## config.mk

```make
export PLATFORM = sky130hd
export DESIGN_NAME = wake_frame_receiver_unit
export DESIGN_NICKNAME = d
export VERILOG_FILES = /design/src/wfr_pkg.sv /design/src/wfr_evq.sv /design/src/wfr_front.sv /design/src/wfr_back.sv /design/src/wake_frame_receiver_unit.sv
export SDC_FILE = /design/constraint.sdc
export NUM_CORES = 1
export LEC_CHECK = 0
export ABC_CLOCK_PERIOD_IN_PS = 5300
export BUFFER_PORTS_ARGS = -buffer_cell sky130_fd_sc_hd__buf_2
export CAP_MARGIN = 10
export CORE_UTILIZATION = 45
export CTS_CLUSTER_DIAMETER = 60
export DETAILED_ROUTE_END_ITERATION = 8
export RECOVER_POWER = 100
export SYNTH_ARGS = -nofsm -noshare
export SYNTH_HDL_FRONTEND = slang
export SYNTH_SLANG_ARGS = --single-unit
export TNS_END_PERCENT = 30
```

## constraint.sdc

```tcl
create_clock -name clk_i -period 5.3 [get_ports clk_i]
set_clock_uncertainty 0.1 [all_clocks]
set_input_delay 1.06 -clock clk_i [delete_from_list [all_inputs] [get_ports clk_i]]
set_output_delay 1.06 -clock clk_i [all_outputs]
set_load 0.02 [all_outputs]
```

## src/wfr_pkg.sv

```systemverilog
`timescale 1ns / 1ps

package wfr_pkg;

  localparam int FrameBytes = 32;
  localparam int IdxW       = $clog2(FrameBytes);
  localparam int CntW       = $clog2(FrameBytes + 1);
  localparam int EvqDepth   = 4;
  localparam int EvqPtrW    = $clog2(EvqDepth);

  localparam logic [7:0] KFend    = 8'hC0;
  localparam logic [7:0] KFesc    = 8'hDB;
  localparam logic [7:0] KTfend   = 8'hDC;
  localparam logic [7:0] KTfesc   = 8'hDD;
  localparam logic [7:0] KCrcSeed = 8'hDE;
  localparam logic [7:0] KCrcXor  = 8'h18;
  localparam logic [7:0] KCrcTop  = 8'h80;
  localparam logic [7:0] KLow7    = 8'h7F;

  typedef enum logic [2:0] {
    ST_OK     = 3'd0,
    ST_LINE   = 3'd1,
    ST_ESCAPE = 3'd2,
    ST_CMDBIT = 3'd3,
    ST_LENGTH = 3'd4,
    ST_CRC    = 3'd5
  } status_e;

  typedef enum logic [2:0] {
    PH_IDLE,
    PH_ADDR,
    PH_CMD,
    PH_LEN,
    PH_DATA
  } phase_e;

  typedef enum logic {
    BK_FETCH,
    BK_PLAY
  } back_state_e;

  // One event handed from the deframer to playback
  typedef struct packed {
    status_e         status;
    logic [6:0]      command;
    logic [CntW-1:0] count;
  } evt_t;

  typedef struct packed {
    logic            en;
    logic [IdxW-1:0] addr;
    logic [7:0]      data;
  } memwr_t;

  // Maxim CRC-8, reflected, LSB first
  function automatic logic [7:0] crc_feed(input logic [7:0] crc, input logic [7:0] b);
    logic [7:0] c;
    logic [7:0] v;
    c = crc;
    v = b;
    for (int i = 0; i < 8; i++) begin
      if ((v[0] ^ c[0]) == 1'b1) begin
        c = ((c ^ KCrcXor) >> 1) | KCrcTop;
      end else begin
        c = c >> 1;
      end
      v = v >> 1;
    end
    return c;
  endfunction

endpackage

```

## src/wfr_evq.sv

```systemverilog
`timescale 1ns / 1ps

module wfr_evq (
  input  logic          clk_i,
  input  logic          rst_ni,
  input  logic          push_i,
  input  wfr_pkg::evt_t data_i,
  output logic          full_o,
  input  logic          pop_i,
  output logic          empty_o,
  output wfr_pkg::evt_t head_o
);
  import wfr_pkg::*;

  evt_t                 mem_q [EvqDepth];
  logic [EvqPtrW-1:0]   wr_q, wr_d, rd_q, rd_d;
  logic [EvqPtrW:0]     cnt_q, cnt_d;
  logic                 do_push, do_pop;

  assign full_o  = (cnt_q == (EvqPtrW+1)'(EvqDepth));
  assign empty_o = (cnt_q == '0);
  assign head_o  = mem_q[rd_q];
  assign do_push = push_i && !full_o;
  assign do_pop  = pop_i && !empty_o;

  always_comb begin
    wr_d  = do_push ? wr_q + 1'b1 : wr_q;
    rd_d  = do_pop ? rd_q + 1'b1 : rd_q;
    cnt_d = cnt_q;
    if (do_push && !do_pop) begin
      cnt_d = cnt_q + 1'b1;
    end else if (!do_push && do_pop) begin
      cnt_d = cnt_q - 1'b1;
    end
  end

  always_ff @(posedge clk_i or negedge rst_ni) begin
    if (!rst_ni) begin
      wr_q  <= '0;
      rd_q  <= '0;
      cnt_q <= '0;
    end else begin
      wr_q  <= wr_d;
      rd_q  <= rd_d;
      cnt_q <= cnt_d;
    end
  end

  always_ff @(posedge clk_i) begin
    if (do_push) begin
      mem_q[wr_q] <= data_i;
    end
  end

endmodule

```

## src/wfr_front.sv

```systemverilog
`timescale 1ns / 1ps

module wfr_front (
  input  logic            clk_i,
  input  logic            rst_ni,
  input  logic [6:0]      own_address_i,
  input  logic            valid_i,
  input  logic [7:0]      rx_byte_i,
  input  logic            line_error_i,
  output logic            ready_o,
  input  logic            evq_full_i,
  output logic            evq_push_o,
  output wfr_pkg::evt_t   evq_data_o,
  output wfr_pkg::memwr_t mem_wr_o,
  input  logic            pkt_done_i
);
  import wfr_pkg::*;

  localparam logic [7:0] CrcAfterFend = crc_feed(KCrcSeed, KFend);

  phase_e          phase_q, phase_d;
  logic [7:0]      prior_q, prior_d;
  logic [6:0]      cmd_q, cmd_d;
  logic [CntW-1:0] exp_q, exp_d;
  logic [7:0]      crc_q, crc_d;
  logic [CntW-1:0] wp_q, wp_d;
  logic            busy_q, busy_d;

  logic            acc;
  logic [7:0]      v;
  logic [7:0]      crc_in;
  logic [7:0]      crc_nx;
  logic            addr_byte;

  // held off while the event queue is full or while a good packet's data sits in the store awaiting playback
  assign ready_o = !evq_full_i && !busy_q;
  assign acc     = valid_i && ready_o;

  // byte after undoing an escape pair
  assign v = (prior_q != KFesc)     ? rx_byte_i :
             (rx_byte_i == KTfesc)  ? KFesc :
             (rx_byte_i == KTfend)  ? KFend : rx_byte_i;

  assign addr_byte = (phase_q == PH_ADDR) && v[7];
  assign crc_in    = addr_byte ? (v & KLow7) : v;
  assign crc_nx    = crc_feed(crc_q, crc_in);

  always_comb begin
    phase_d    = phase_q;
    prior_d    = prior_q;
    cmd_d      = cmd_q;
    exp_d      = exp_q;
    crc_d      = crc_q;
    wp_d       = wp_q;
    busy_d     = busy_q;
    evq_push_o = 1'b0;
    evq_data_o = '{status: ST_OK, command: '0, count: '0};
    mem_wr_o   = '{en: 1'b0, addr: wp_q[IdxW-1:0], data: '0};

    if (pkt_done_i) begin
      busy_d = 1'b0;
    end

    if (acc) begin
      if (line_error_i) begin
        evq_push_o        = 1'b1;
        evq_data_o.status = ST_LINE;
        phase_d           = PH_IDLE;
      end else if (rx_byte_i == KFend) begin
        prior_d = rx_byte_i;
        crc_d   = CrcAfterFend;
        phase_d = PH_ADDR;
      end else if (phase_q != PH_IDLE) begin
        prior_d = rx_byte_i;

        if (prior_q == KFesc && rx_byte_i != KTfesc && rx_byte_i != KTfend) begin
          evq_push_o        = 1'b1;
          evq_data_o.status = ST_ESCAPE;
          phase_d           = PH_IDLE;
        end else if (prior_q != KFesc && rx_byte_i == KFesc) begin
          // first half of an escape pair: wait for the second
        end else begin
          case (phase_q)
            PH_ADDR, PH_CMD: begin
              if (addr_byte) begin
                if (v[6:0] == '0 || v[6:0] == own_address_i) begin
                  crc_d   = crc_nx;
                  phase_d = PH_CMD;
                end else begin
                  phase_d = PH_IDLE;
                end
              end else if (v[7]) begin
                evq_push_o        = 1'b1;
                evq_data_o.status = ST_CMDBIT;
                phase_d           = PH_IDLE;
              end else begin
                cmd_d   = v[6:0];
                crc_d   = crc_nx;
                phase_d = PH_LEN;
              end
            end
            PH_LEN: begin
              if (v > 8'(FrameBytes)) begin
                evq_push_o        = 1'b1;
                evq_data_o.status = ST_LENGTH;
                phase_d           = PH_IDLE;
              end else begin
                exp_d   = v[CntW-1:0];
                crc_d   = crc_nx;
                wp_d    = '0;
                phase_d = PH_DATA;
              end
            end
            PH_DATA: begin
              if (wp_q < exp_q) begin
                mem_wr_o.en   = 1'b1;
                mem_wr_o.data = v;
                wp_d          = wp_q + 1'b1;
                crc_d         = crc_nx;
              end else if (v != crc_q) begin
                evq_push_o        = 1'b1;
                evq_data_o.status = ST_CRC;
                phase_d           = PH_IDLE;
              end else begin
                evq_push_o = 1'b1;
                evq_data_o = '{status: ST_OK, command: cmd_q, count: exp_q};
                busy_d     = 1'b1;
                phase_d    = PH_IDLE;
              end
            end
            default: begin
              phase_d = PH_IDLE;
            end
          endcase
        end
      end
    end
  end

  always_ff @(posedge clk_i or negedge rst_ni) begin
    if (!rst_ni) begin
      phase_q <= PH_IDLE;
      prior_q <= '0;
      cmd_q   <= '0;
      exp_q   <= '0;
      crc_q   <= '0;
      wp_q    <= '0;
      busy_q  <= 1'b0;
    end else begin
      phase_q <= phase_d;
      prior_q <= prior_d;
      cmd_q   <= cmd_d;
      exp_q   <= exp_d;
      crc_q   <= crc_d;
      wp_q    <= wp_d;
      busy_q  <= busy_d;
    end
  end

endmodule

```

## src/wfr_back.sv

```systemverilog
`timescale 1ns / 1ps

module wfr_back (
  input  logic              clk_i,
  input  logic              rst_ni,
  input  wfr_pkg::memwr_t   mem_wr_i,
  input  logic              evq_empty_i,
  input  wfr_pkg::evt_t     evq_head_i,
  output logic              evq_pop_o,
  output logic              pkt_done_o,
  output logic              empty_o,
  input  logic              pop_i,
  output logic [2:0]        status_o,
  output logic [6:0]        command_o,
  output logic [5:0]        byte_count_o,
  output logic [7:0]        payload_byte_o,
  output logic [4:0]        byte_index_o,
  output logic              last_o
);
  import wfr_pkg::*;

  logic [7:0]      store_q [FrameBytes];

  back_state_e     state_q, state_d;
  logic [CntW-1:0] idx_q, idx_d;
  logic            ovalid_q, ovalid_d;
  status_e         ostatus_q;
  logic [6:0]      ocmd_q;
  logic [CntW-1:0] ocount_q;
  logic [7:0]      opay_q;
  logic [IdxW-1:0] oidx_q;
  logic            olast_q;

  logic            room;
  logic            ld;
  logic            ld_zero;
  logic [IdxW-1:0] rd_addr;
  logic            ld_last;
  logic [CntW-1:0] ld_count;
  logic            single;

  assign room   = !ovalid_q || pop_i;
  assign single = (evq_head_i.status != ST_OK) || (evq_head_i.count == '0);

  always_comb begin
    state_d    = state_q;
    idx_d      = idx_q;
    ld         = 1'b0;
    ld_zero    = 1'b0;
    ld_last    = 1'b0;
    ld_count   = evq_head_i.count;
    rd_addr    = idx_q[IdxW-1:0];
    evq_pop_o  = 1'b0;
    pkt_done_o = 1'b0;

    case (state_q)
      BK_FETCH: begin
        if (room && !evq_empty_i) begin
          ld        = 1'b1;
          rd_addr   = '0;
          if (single) begin
            ld_zero    = 1'b1;
            ld_last    = 1'b1;
            evq_pop_o  = 1'b1;
            pkt_done_o = (evq_head_i.status == ST_OK);
          end else begin
            ld_last = (evq_head_i.count == CntW'(1));
            idx_d   = CntW'(1);
            if (ld_last) begin
              evq_pop_o  = 1'b1;
              pkt_done_o = 1'b1;
            end else begin
              state_d = BK_PLAY;
            end
          end
        end
      end
      BK_PLAY: begin
        if (room) begin
          ld      = 1'b1;
          ld_last = (idx_q + 1'b1 == evq_head_i.count);
          idx_d   = idx_q + 1'b1;
          if (ld_last) begin
            evq_pop_o  = 1'b1;
            pkt_done_o = 1'b1;
            state_d    = BK_FETCH;
          end
        end
      end
      default: begin
        state_d = BK_FETCH;
      end
    endcase

    ovalid_d = ld ? 1'b1 : (pop_i ? 1'b0 : ovalid_q);
  end

  always_ff @(posedge clk_i or negedge rst_ni) begin
    if (!rst_ni) begin
      state_q  <= BK_FETCH;
      idx_q    <= '0;
      ovalid_q <= 1'b0;
    end else begin
      state_q  <= state_d;
      idx_q    <= idx_d;
      ovalid_q <= ovalid_d;
    end
  end

  always_ff @(posedge clk_i) begin
    if (mem_wr_i.en) begin
      store_q[mem_wr_i.addr] <= mem_wr_i.data;
    end
  end

  // result register, payload read straight out of the store
  always_ff @(posedge clk_i) begin
    if (ld) begin
      ostatus_q <= evq_head_i.status;
      ocmd_q    <= evq_head_i.command;
      ocount_q  <= ld_count;
      opay_q    <= ld_zero ? '0 : store_q[rd_addr];
      oidx_q    <= ld_zero ? '0 : rd_addr;
      olast_q   <= ld_last;
    end
  end

  assign empty_o        = !ovalid_q;
  assign status_o       = ostatus_q;
  assign command_o      = ocmd_q;
  assign byte_count_o   = 6'(ocount_q);
  assign payload_byte_o = opay_q;
  assign byte_index_o   = 5'(oidx_q);
  assign last_o         = olast_q;

endmodule

```

## src/wake_frame_receiver_unit.sv

```systemverilog
`timescale 1ns / 1ps

// Wake packet receiver with CRC-8 check. Received UART bytes (with the UART's
// line-error flag) are pushed in one per transaction; the deframer strips FEND,
// undoes FESC escape pairs, filters on the station address (broadcast 0 or
// own_address) and checks the Maxim CRC-8 (seed 0xDE). A good packet comes out
// as one result per data byte (status 0, command, byte_count, payload_byte,
// byte_index, last on the final one), an empty packet as a single result; each
// error comes out as one result with its status code and last set. Timing: the
// deframer takes one byte per cycle whenever full is low. After the CRC byte of
// a good packet, full stays high until the last of its data bytes has been
// loaded into the result register, because the single payload store is read
// back one entry per cycle while results are popped and must not be refilled
// meanwhile. Errors only pass through a four-deep event queue and hold the input
// off only once that queue fills. There is no clearing pass after reset.
module wake_frame_receiver_unit (
  input  logic        clk_i,
  input  logic        rst_ni,
  // byte input, queue style
  input  logic        push_i,
  output logic        full_o,
  input  logic [7:0]  rx_byte_i,
  input  logic        line_error_i,
  // results, queue style
  output logic        empty_o,
  input  logic        pop_i,
  output logic [2:0]  status_o,
  output logic [6:0]  command_o,
  output logic [5:0]  byte_count_o,
  output logic [7:0]  payload_byte_o,
  output logic [4:0]  byte_index_o,
  output logic        last_o,
  // APB-style config port; own_address at byte address 0
  input  logic        psel,
  input  logic        penable,
  input  logic        pwrite,
  input  logic [2:0]  paddr,
  input  logic [31:0] pwdata,
  output logic [31:0] prdata,
  output logic        pready
);
  import wfr_pkg::*;

  logic       own_addr_sel;
  logic [6:0] own_address_q;
  logic       front_ready;
  logic       evq_full, evq_empty, evq_push, evq_pop;
  evt_t       evq_data, evq_head;
  memwr_t     mem_wr;
  logic       pkt_done;

  // config register: word select is paddr[2], byte offset ignored
  assign own_addr_sel = (paddr[2] == 1'b0);
  assign pready       = 1'b1;
  assign prdata       = own_addr_sel ? {25'd0, own_address_q} : 32'd0;

  always_ff @(posedge clk_i or negedge rst_ni) begin
    if (!rst_ni) begin
      own_address_q <= '0;
    end else if (psel && penable && pwrite && own_addr_sel) begin
      own_address_q <= pwdata[6:0];
    end
  end

  assign full_o = !front_ready;

  // front: deframing, escape, address filter, CRC
  wfr_front u_front (
    .clk_i         (clk_i),
    .rst_ni        (rst_ni),
    .own_address_i (own_address_q),
    .valid_i       (push_i),
    .rx_byte_i     (rx_byte_i),
    .line_error_i  (line_error_i),
    .ready_o       (front_ready),
    .evq_full_i    (evq_full),
    .evq_push_o    (evq_push),
    .evq_data_o    (evq_data),
    .mem_wr_o      (mem_wr),
    .pkt_done_i    (pkt_done)
  );

  // event queue between deframer and playback
  wfr_evq u_evq (
    .clk_i   (clk_i),
    .rst_ni  (rst_ni),
    .push_i  (evq_push),
    .data_i  (evq_data),
    .full_o  (evq_full),
    .pop_i   (evq_pop),
    .empty_o (evq_empty),
    .head_o  (evq_head)
  );

  // back: payload store and result playback
  wfr_back u_back (
    .clk_i          (clk_i),
    .rst_ni         (rst_ni),
    .mem_wr_i       (mem_wr),
    .evq_empty_i    (evq_empty),
    .evq_head_i     (evq_head),
    .evq_pop_o      (evq_pop),
    .pkt_done_o     (pkt_done),
    .empty_o        (empty_o),
    .pop_i          (pop_i),
    .status_o       (status_o),
    .command_o      (command_o),
    .byte_count_o   (byte_count_o),
    .payload_byte_o (payload_byte_o),
    .byte_index_o   (byte_index_o),
    .last_o         (last_o)
  );

endmodule
```

# Word-level counts from Yosys, hierarchy flattened

Memory sizes are Yosys's and may differ from the RTL's. A register that Yosys moved wholly into a read port is not among the register bits.
Index checks and enable logic that the tools add are counted.

Bits in writable memories: 320
Input port bits: 51
Bits in registers: 83
Memories: 2
Logic and storage cells: 259

Magnitude comparators: 2
Reduce and logical (&&, ||, !) cells: 44
Add/sub/neg operators: 6
Bitwise logic cells: 25
Multiplexer cells: 131
Equality and inequality tests: 30

Memory list:

| name           | words | width | read ports | clocked after Yosys merged registers in | write ports | line           | RTL |
|---|---|---|---|---|---|---|---|
| u_back.store_q | 32    | 8     | 1          | 1                                       | 1           | wfr_back.sv:22 | `logic [7:0] store_q [FrameBytes];` |
| u_evq.mem_q    | 4     | 16    | 1          | 0                                       | 1           | wfr_evq.sv:15  | `evt_t mem_q [EvqDepth];` |

Operators by type and width:

| operator                                                       | number |
|---|---|
| 2-to-1 mux 8 bit                                               | 31 |
| 2-to-1 mux 16 bit                                              | 5 |
| 2-to-1 mux 1 bit                                               | 54 |
| 2-to-1 mux 13 bit                                              | 4 |
| 2-to-1 mux 3 bit                                               | 14 |
| equality test 8 bit (second input constant)                    | 5 |
| 2-to-1 mux 6 bit                                               | 5 |
| inequality test 8 bit (second input constant)                  | 3 |
| case mux 6 bit (2 select lines)                                | 2 |
| case mux 8 bit (3 select lines)                                | 1 |
| case mux 3 bit (3 select lines)                                | 2 |
| AND reduction 9 bit                                            | 2 |
| NOT 2 bit                                                      | 8 |
| logical AND 1 bit                                              | 14 |
| adder 6 x 1 -> 6 bit (second input constant)                   | 2 |
| 2-to-1 mux 5 bit                                               | 2 |
| case mux 1 bit (2 select lines)                                | 5 |
| AND reduction 10 bit                                           | 1 |
| NOT 1 bit                                                      | 9 |
| nonzero test 3 bit                                             | 3 |
| greater-than comparator 8 x 6 -> 1 bit (second input constant) | 1 |
| 2-to-1 mux 2 bit                                               | 4 |
| inequality test 2 x 1 -> 1 bit (second input constant)         | 4 |
| inequality test 4 bit (second input constant)                  | 2 |
| other kinds (30)                                               | 55 |

# Longest topological paths before layout

Word-level depth: 29
Mapped depth: 15

# Modules after synthesis

Synthesis repeated with hierarchy kept, for this count alone.

Cells, all modules: 1212
Area total of the unflattened synthesis: 18158.7 um2

By module, submodules not included:

| module                   | sequential area each (um2) | area each (um2) | times used | cells each |
|---|---|---|---|---|
| wfr_back                 | 8788.4                     | 12060.3         | 1          | 725 |
| wfr_evq                  | 2097.0                     | 2778.9          | 1          | 120 |
| wfr_front                | 975.9                      | 2773.9          | 1          | 316 |
| wake_frame_receiver_unit | 175.2                      | 545.5           | 1          | 51 |

# Worst setup path after synthesis

No wires, ideal clock.

Kind: input-to-reg
From: input rx_byte_i[3]
To: memory u_back.store_q[0][4], data pin
Arrival time: 4.085 ns
Library setup time: 0.540 ns
Slack: 0.575 ns
Stages on the path: 8
Buffers on the path: 2
Cell sequence: buf_4 > nand3b_1 > nor2_1 > nor2_1 > or2_2 > or2_2 > clkbuf_1 > nor4_1

RTL lines:

| item               | line                           | RTL |
|---|---|---|
| start: declaration | wake_frame_receiver_unit.sv:22 | `input logic [7:0] rx_byte_i,` |
| end: declaration   | wfr_back.sv:22                 |  |

# Worst setup path after layout

From: input rx_byte_i[6]
To: register u_front.crc_q[5]

Cells in the longest elaborated chain, start to end: 22
Elaborated cells between the ends (all ways): 48

RTL lines:

| item                                | line                             | RTL |
|---|---|---|
| equality test 8 bit                 | wfr_front.sv:42                  | `(rx_byte_i == KTfend) ? KFend : rx_byte_i;` |
| 2-to-1 mux 8 bit                    | wfr_front.sv:42                  |  |
| 2-to-1 mux 8 bit                    | wfr_front.sv:41                  | `(rx_byte_i == KTfesc) ? KFesc :` |
| 2-to-1 mux 8 bit                    | wfr_front.sv:40                  | `assign v = (prior_q != KFesc) ? rx_byte_i :` |
| 2-to-1 mux 8 bit                    | wfr_front.sv:45                  | `assign crc_in = addr_byte ? (v & KLow7) : v;` |
| XOR 1 bit                           | wfr_pkg.sv:62                    | `if ((v[0] ^ c[0]) == 1'b1) begin` |
| 2-to-1 mux 8 bit                    | wfr_pkg.sv:62                    |  |
| NOT 2 bit (no line)                 | -                                |  |
| [4 not listed]                      | -                                |  |
| 2-to-1 mux 8 bit (3 in a row)       | wfr_pkg.sv:62                    |  |
| 2-to-1 mux 8 bit (on tied branches) | wfr_front.sv:92, wfr_front.sv:86 |  |
| 2-to-1 mux 8 bit                    | wfr_front.sv:85                  | `if (addr_byte) begin` |
| case mux 8 bit (3 select lines)     | wfr_front.sv:83                  | `case (phase_q)` |
| 2-to-1 mux 8 bit                    | wfr_front.sv:80                  | `end else if (prior_q != KFesc && rx_byte_i == KFesc) begin` |
| 2-to-1 mux 8 bit                    | wfr_front.sv:76                  | `if (prior_q == KFesc && rx_byte_i != KTfesc && rx_byte_i != KTfend) begin` |
| 2-to-1 mux 8 bit                    | wfr_front.sv:73                  | `end else if (phase_q != PH_IDLE) begin` |
| 2-to-1 mux 8 bit                    | wfr_front.sv:69                  | `end else if (rx_byte_i == KFend) begin` |
| end signal: assignment              | wfr_front.sv:154                 | `crc_q <= crc_d;` |
| end: declaration                    | wfr_front.sv:25                  | `logic [7:0] crc_q, crc_d;` |

Several ways; a longest one is shown, not always the timed one. The select of a mux whose other input is x is not followed.
A chain may end at the register's enable or synchronous reset.

==> results.md <==
| Parameter | Reported |
| --- | --- |
| Outcome | finished with violations |
| Failing checks | max-capacitance violations, max-slew violations |
| Via count | 9719 |
| Leading register cell type out of synthesis | sky130_fd_sc_hd__edfxtp_1 |
| Worst EP required | 5.64 ns |
| I/O Pins | 116 |
| Post-synth design cell area | 17600 um^2 |
| Core Region | 38600 um^2 |
| Final critical path time including I/O delays and setup | 4.59 ns |
| Max cap viols | 9 |
| Unrepaired setup endpoints after global routing | false |
| Horizontal die dimension | 200 um |
| Share of synthesized flip-flops with an asynchronous set or reset | 14.8% |
| Critical setup path kind | primary input to flip-flop |
| Setup violation total in the final timing report | 0 |
| Number of warnings reported in the yosys synthesis log | 0 |
| Starting density of the core | 45.6% |
| Total negative slack | 0 ns |
| Detailed-route vias per instance | 5.43 |
| Total leakage power | 7.34 nW |
| Root Buffer Master | sky130_fd_sc_hd__clkbuf_16 |
| CTS tree | built |
| Met2 Wirelength | 18.1 mm |
| Total chip power | 9.32 mW |
| DRC violation total after the first TritonRoute iteration | 636 |
| Half-perimeter wire length of the detailed placement result | 23.9 mm |
| Setup crit start kind | primary input |
| Clock slew at reported path FFs | 0.06 ns |
| Synthesis-to-layout area growth | 12.3% |
| Antenna-violating nets left | 0 |
| Worst Tran Pin Value | 2.26 ns |
| CTS H-tree depth | 2 |
| Routed wl met3 | 1.31 mm |
| Cells along the critical path | buf_2 -> nand3b_1 -> o41ai_1 -> o2111ai_1 -> o311a_1 -> a2111o_1 -> a21o_1 -> a221o_1 |
| Remaining global-route overflow | 0 |
| Net count reported at finish | 1303 |
| Sequential area share after synthesis | 68.2% |
| Longest individual stage delay on the worst path | 1.57 ns |
| Height of the die | 200 um |
| Final Hold Fails | 0 |
| Final weighted congestion in routability-driven placement | 0.800 |
| Post-route fraction of the period consumed by the critical path | 86.6% |
| Final routed DRC violation total | 0 |
| I/O Buffers | 62 |
| Slowest cell on the critical path | sky130_fd_sc_hd__o41ai_1 |
| Global routing usage summed across all routing layers | 19.7% |
| Drt pass-1 iters | 4 |
| Max Root-Sink Buffers | 3 |
| Largest cells by area after synthesis | sky130_fd_sc_hd__edfxtp_1 (60%), sky130_fd_sc_hd__dfrtp_1 (8.7%), sky130_fd_sc_hd__mux4_2 (7.1%) |
| Max rail drop VDD | 228 uV |
| Clock latency on the worst-skew pair | 0.56 ns |
| Maximum number of pins on one net before global-route repair | 42 |
| Die Area | 40000 um^2 |
| Headroom to the max-slew limit | -50.8% |
| Cell type with the highest aggregate area in the netlist | sky130_fd_sc_hd__edfxtp_1 |
| Total of cells resized after clock tree synthesis | 0 |
| Routed wire length per instance | 21.1 um |
| Vias in the first global route | 9847 |
| Number of slew-limit violations in the final report | 245 |
| Wire length of the first global-routing pass | 58.1 mm |
| Post-synthesis cell count | 1138 |
| Number of buffers created by CTS | 44 |
| Highest Signal Layer | met4 |
| Hold buffer count at cts | 0 |
| Initial antenna violation count | 1 |
| Layout cell share with drive strength beyond 1 | 16.0% |
| Highest net fanout along the worst path | 11 |
| Kind of capture point of the worst setup path | flip-flop |
| # clock sinks | 411 |
| Yosys reg bits | 411 |
| Power density relative to cell area | 470 nW/um^2 |
| Met1 Routed Length | 17.6 mm |
| Number of enable-type register cells in the synthesized netlist | 350 |
| Total setup buffers inserted after CTS | 0 |
| Fmax | 218 MHz |
| Number of core rows | 72 |
| Total Routed Length | 37.8 mm |
| Signal arrival time at the worst endpoint | 4.94 ns |
| Number of unique standard cell types used by synthesis | 76 |
| Post-route core utilization | 51.3% |
| Mapped Avg Cell Area | 15.5 um^2 |
| Share of the synthesized area in the top cell type | 59.6% |
| Hold Path Class | flip-flop to flip-flop |
routing by layer:
metal,vias to the layer above,GRT usage (%)
met1,4953,27.8
met2,181,31.2
met3,64,3.24
li1,4521,-
met4,0,6.59
met5,-,0
sequential cells by signal (all words and copies together), names as in the netlist, 3 cells and up:
name                   cells
u_evq.cnt_q                3
u_back.byte_index_o        5
u_back.idx_q               6
u_front.exp_q              6
u_front.prior_q            8
u_back.status_o            3
u_front.wp_q               6
u_back.payload_byte_o      8
u_back.store_q           256
u_back.byte_count_o        6
u_back.command_o           7
u_evq.mem_q               64
u_front.cmd_q              7
u_front.crc_q              8
own_address_q              7
u_front.phase_q            3
stage by stage:
stage | cells | area, um^2 | hold slack [ns] | setup slack [ns]
finish | 1790 | 19800 | 0.407 | 0.708
global route | 1789 | 19800 | 0.428 | 0.559
CTS | 1788 | 20000 | 0.410 | 1.15
detailed placement | 1707 | 18600 | 0.397 | 0.797
global placement | 1707 | 18600 | 0.389 | 0.861
floorplan | 1162 | 17700 | 0.371 | 0.575
layout by cell type (no fill, tap or decap), types with 6 or more instances in the layout:
cell type / Yosys / layout
sky130_fd_sc_hd__a211oi_1: 14 / 14
sky130_fd_sc_hd__a21oi_1: 31 / 31
sky130_fd_sc_hd__a221o_1: 9 / 9
sky130_fd_sc_hd__a221oi_1: 17 / 17
sky130_fd_sc_hd__a311o_1: 7 / 7
sky130_fd_sc_hd__and2_0: 0 / 18
sky130_fd_sc_hd__buf_2: 8 / 19
sky130_fd_sc_hd__buf_4: 31 / 10
sky130_fd_sc_hd__clkbuf_1: 33 / 84
sky130_fd_sc_hd__clkbuf_16: 0 / 46
sky130_fd_sc_hd__clkinv_1: 0 / 6
sky130_fd_sc_hd__clkinv_2: 0 / 10
sky130_fd_sc_hd__conb_1: 2 / 26
sky130_fd_sc_hd__dfrtp_1: 61 / 60
sky130_fd_sc_hd__edfxtp_1: 350 / 350
sky130_fd_sc_hd__ha_1: 15 / 15
sky130_fd_sc_hd__inv_1: 31 / 32
sky130_fd_sc_hd__mux2_2: 32 / 32
sky130_fd_sc_hd__mux2i_1: 24 / 24
sky130_fd_sc_hd__mux4_2: 56 / 56
sky130_fd_sc_hd__nand2_1: 103 / 103
sky130_fd_sc_hd__nand2b_1: 6 / 6
sky130_fd_sc_hd__nand3_1: 22 / 22
sky130_fd_sc_hd__nor2_1: 76 / 74
sky130_fd_sc_hd__nor2b_1: 7 / 7
sky130_fd_sc_hd__nor3_1: 18 / 19
sky130_fd_sc_hd__nor4_1: 12 / 11
sky130_fd_sc_hd__o21ai_0: 21 / 22
sky130_fd_sc_hd__xnor2_1: 25 / 25
sky130_fd_sc_hd__xor2_1: 14 / 14
final timing paths:
path / from / endpoint / slack (ns) / cells past startpoint
setup / recovery: rx_byte_i[6] / u_front.crc_q[5] / 0.71 / 8
hold reg to reg: own_address_q[3] / own_address_q[3] / 0.41 / 1
setup reg to reg: u_evq.cnt_q[2] / u_back.store_q[14][3] / 0.94 / 7
max in group asynchronous: rst_ni / u_front.wp_q[4] / 1.92 / 2
min in group asynchronous: rst_ni / u_evq.cnt_q[1] / 1.07 / 1
hold / removal: own_address_q[3] / own_address_q[3] / 0.41 / 1
where the power goes:
group	leakage [nW]	total [mW]	internal (mW)	switching [mW]
sequential	4.44	4.02	3.80	0.218
clock	0.703	3.01	1.78	1.23
combinational	2.20	2.29	0.907	1.38
total	7.34	9.32	6.48	2.83
cells in the mapped netlist, types with 4 or more instances:
cell                         n
sky130_fd_sc_hd__a311o_1     7
sky130_fd_sc_hd__nor3_1     18
sky130_fd_sc_hd__a221oi_1   17
sky130_fd_sc_hd__nor4_1     12
sky130_fd_sc_hd__mux4_2     56
sky130_fd_sc_hd__nand2b_1    6
sky130_fd_sc_hd__buf_1       4
sky130_fd_sc_hd__o21a_1      4
sky130_fd_sc_hd__inv_1      31
sky130_fd_sc_hd__a211oi_1   14
sky130_fd_sc_hd__xnor2_1    25
sky130_fd_sc_hd__clkbuf_1   33
sky130_fd_sc_hd__a21oi_1    31
sky130_fd_sc_hd__buf_2       8
sky130_fd_sc_hd__edfxtp_1  350
sky130_fd_sc_hd__or2_2       5
sky130_fd_sc_hd__buf_4      31
sky130_fd_sc_hd__a221o_1     9
sky130_fd_sc_hd__mux2_2     32
sky130_fd_sc_hd__a22o_1      4
sky130_fd_sc_hd__nand3_1    22
sky130_fd_sc_hd__dfrtp_1    61
sky130_fd_sc_hd__o21ai_0    21
sky130_fd_sc_hd__mux2i_1    24
sky130_fd_sc_hd__nand2_1   103
sky130_fd_sc_hd__nor2b_1     7
sky130_fd_sc_hd__ha_1       15
sky130_fd_sc_hd__xor2_1     14
sky130_fd_sc_hd__nor2_1     76
sky130_fd_sc_hd__and2_1     24
critical path: cells and delay by family:
kind                   cells  cell delay [ns]
AO/OA/AOI/OAI              6             3.35
buffers and inverters      1             0.30
AND/OR/NAND/NOR            1             0.21
cell families after synthesis:
| logic type | share of synthesized area (%) |
|---|---|
| DFF | 68.2 |
| xor gates and xnor gates | 2.43 |
| and+or+nand+nor | 8.50 |
| other | 0.0426 |
| AOI/OAI and AO/OA | 5.97 |
| buffers and inverters | 3.10 |
| muxes | 10.6 |
| adders and majority gates | 1.18 |
final cells by class:
cell class              instances  area, um^2
multi-input cells             641        5120
flip-flops and latches        411       12000
clock buffers                  58        1230
clock inverters                23         205
fillers                      3243       18800
well taps                     518         648
diodes                          1        2.50
repair buffers                105         457
inverters                      33         124
(Power assumes the default switching activity.)
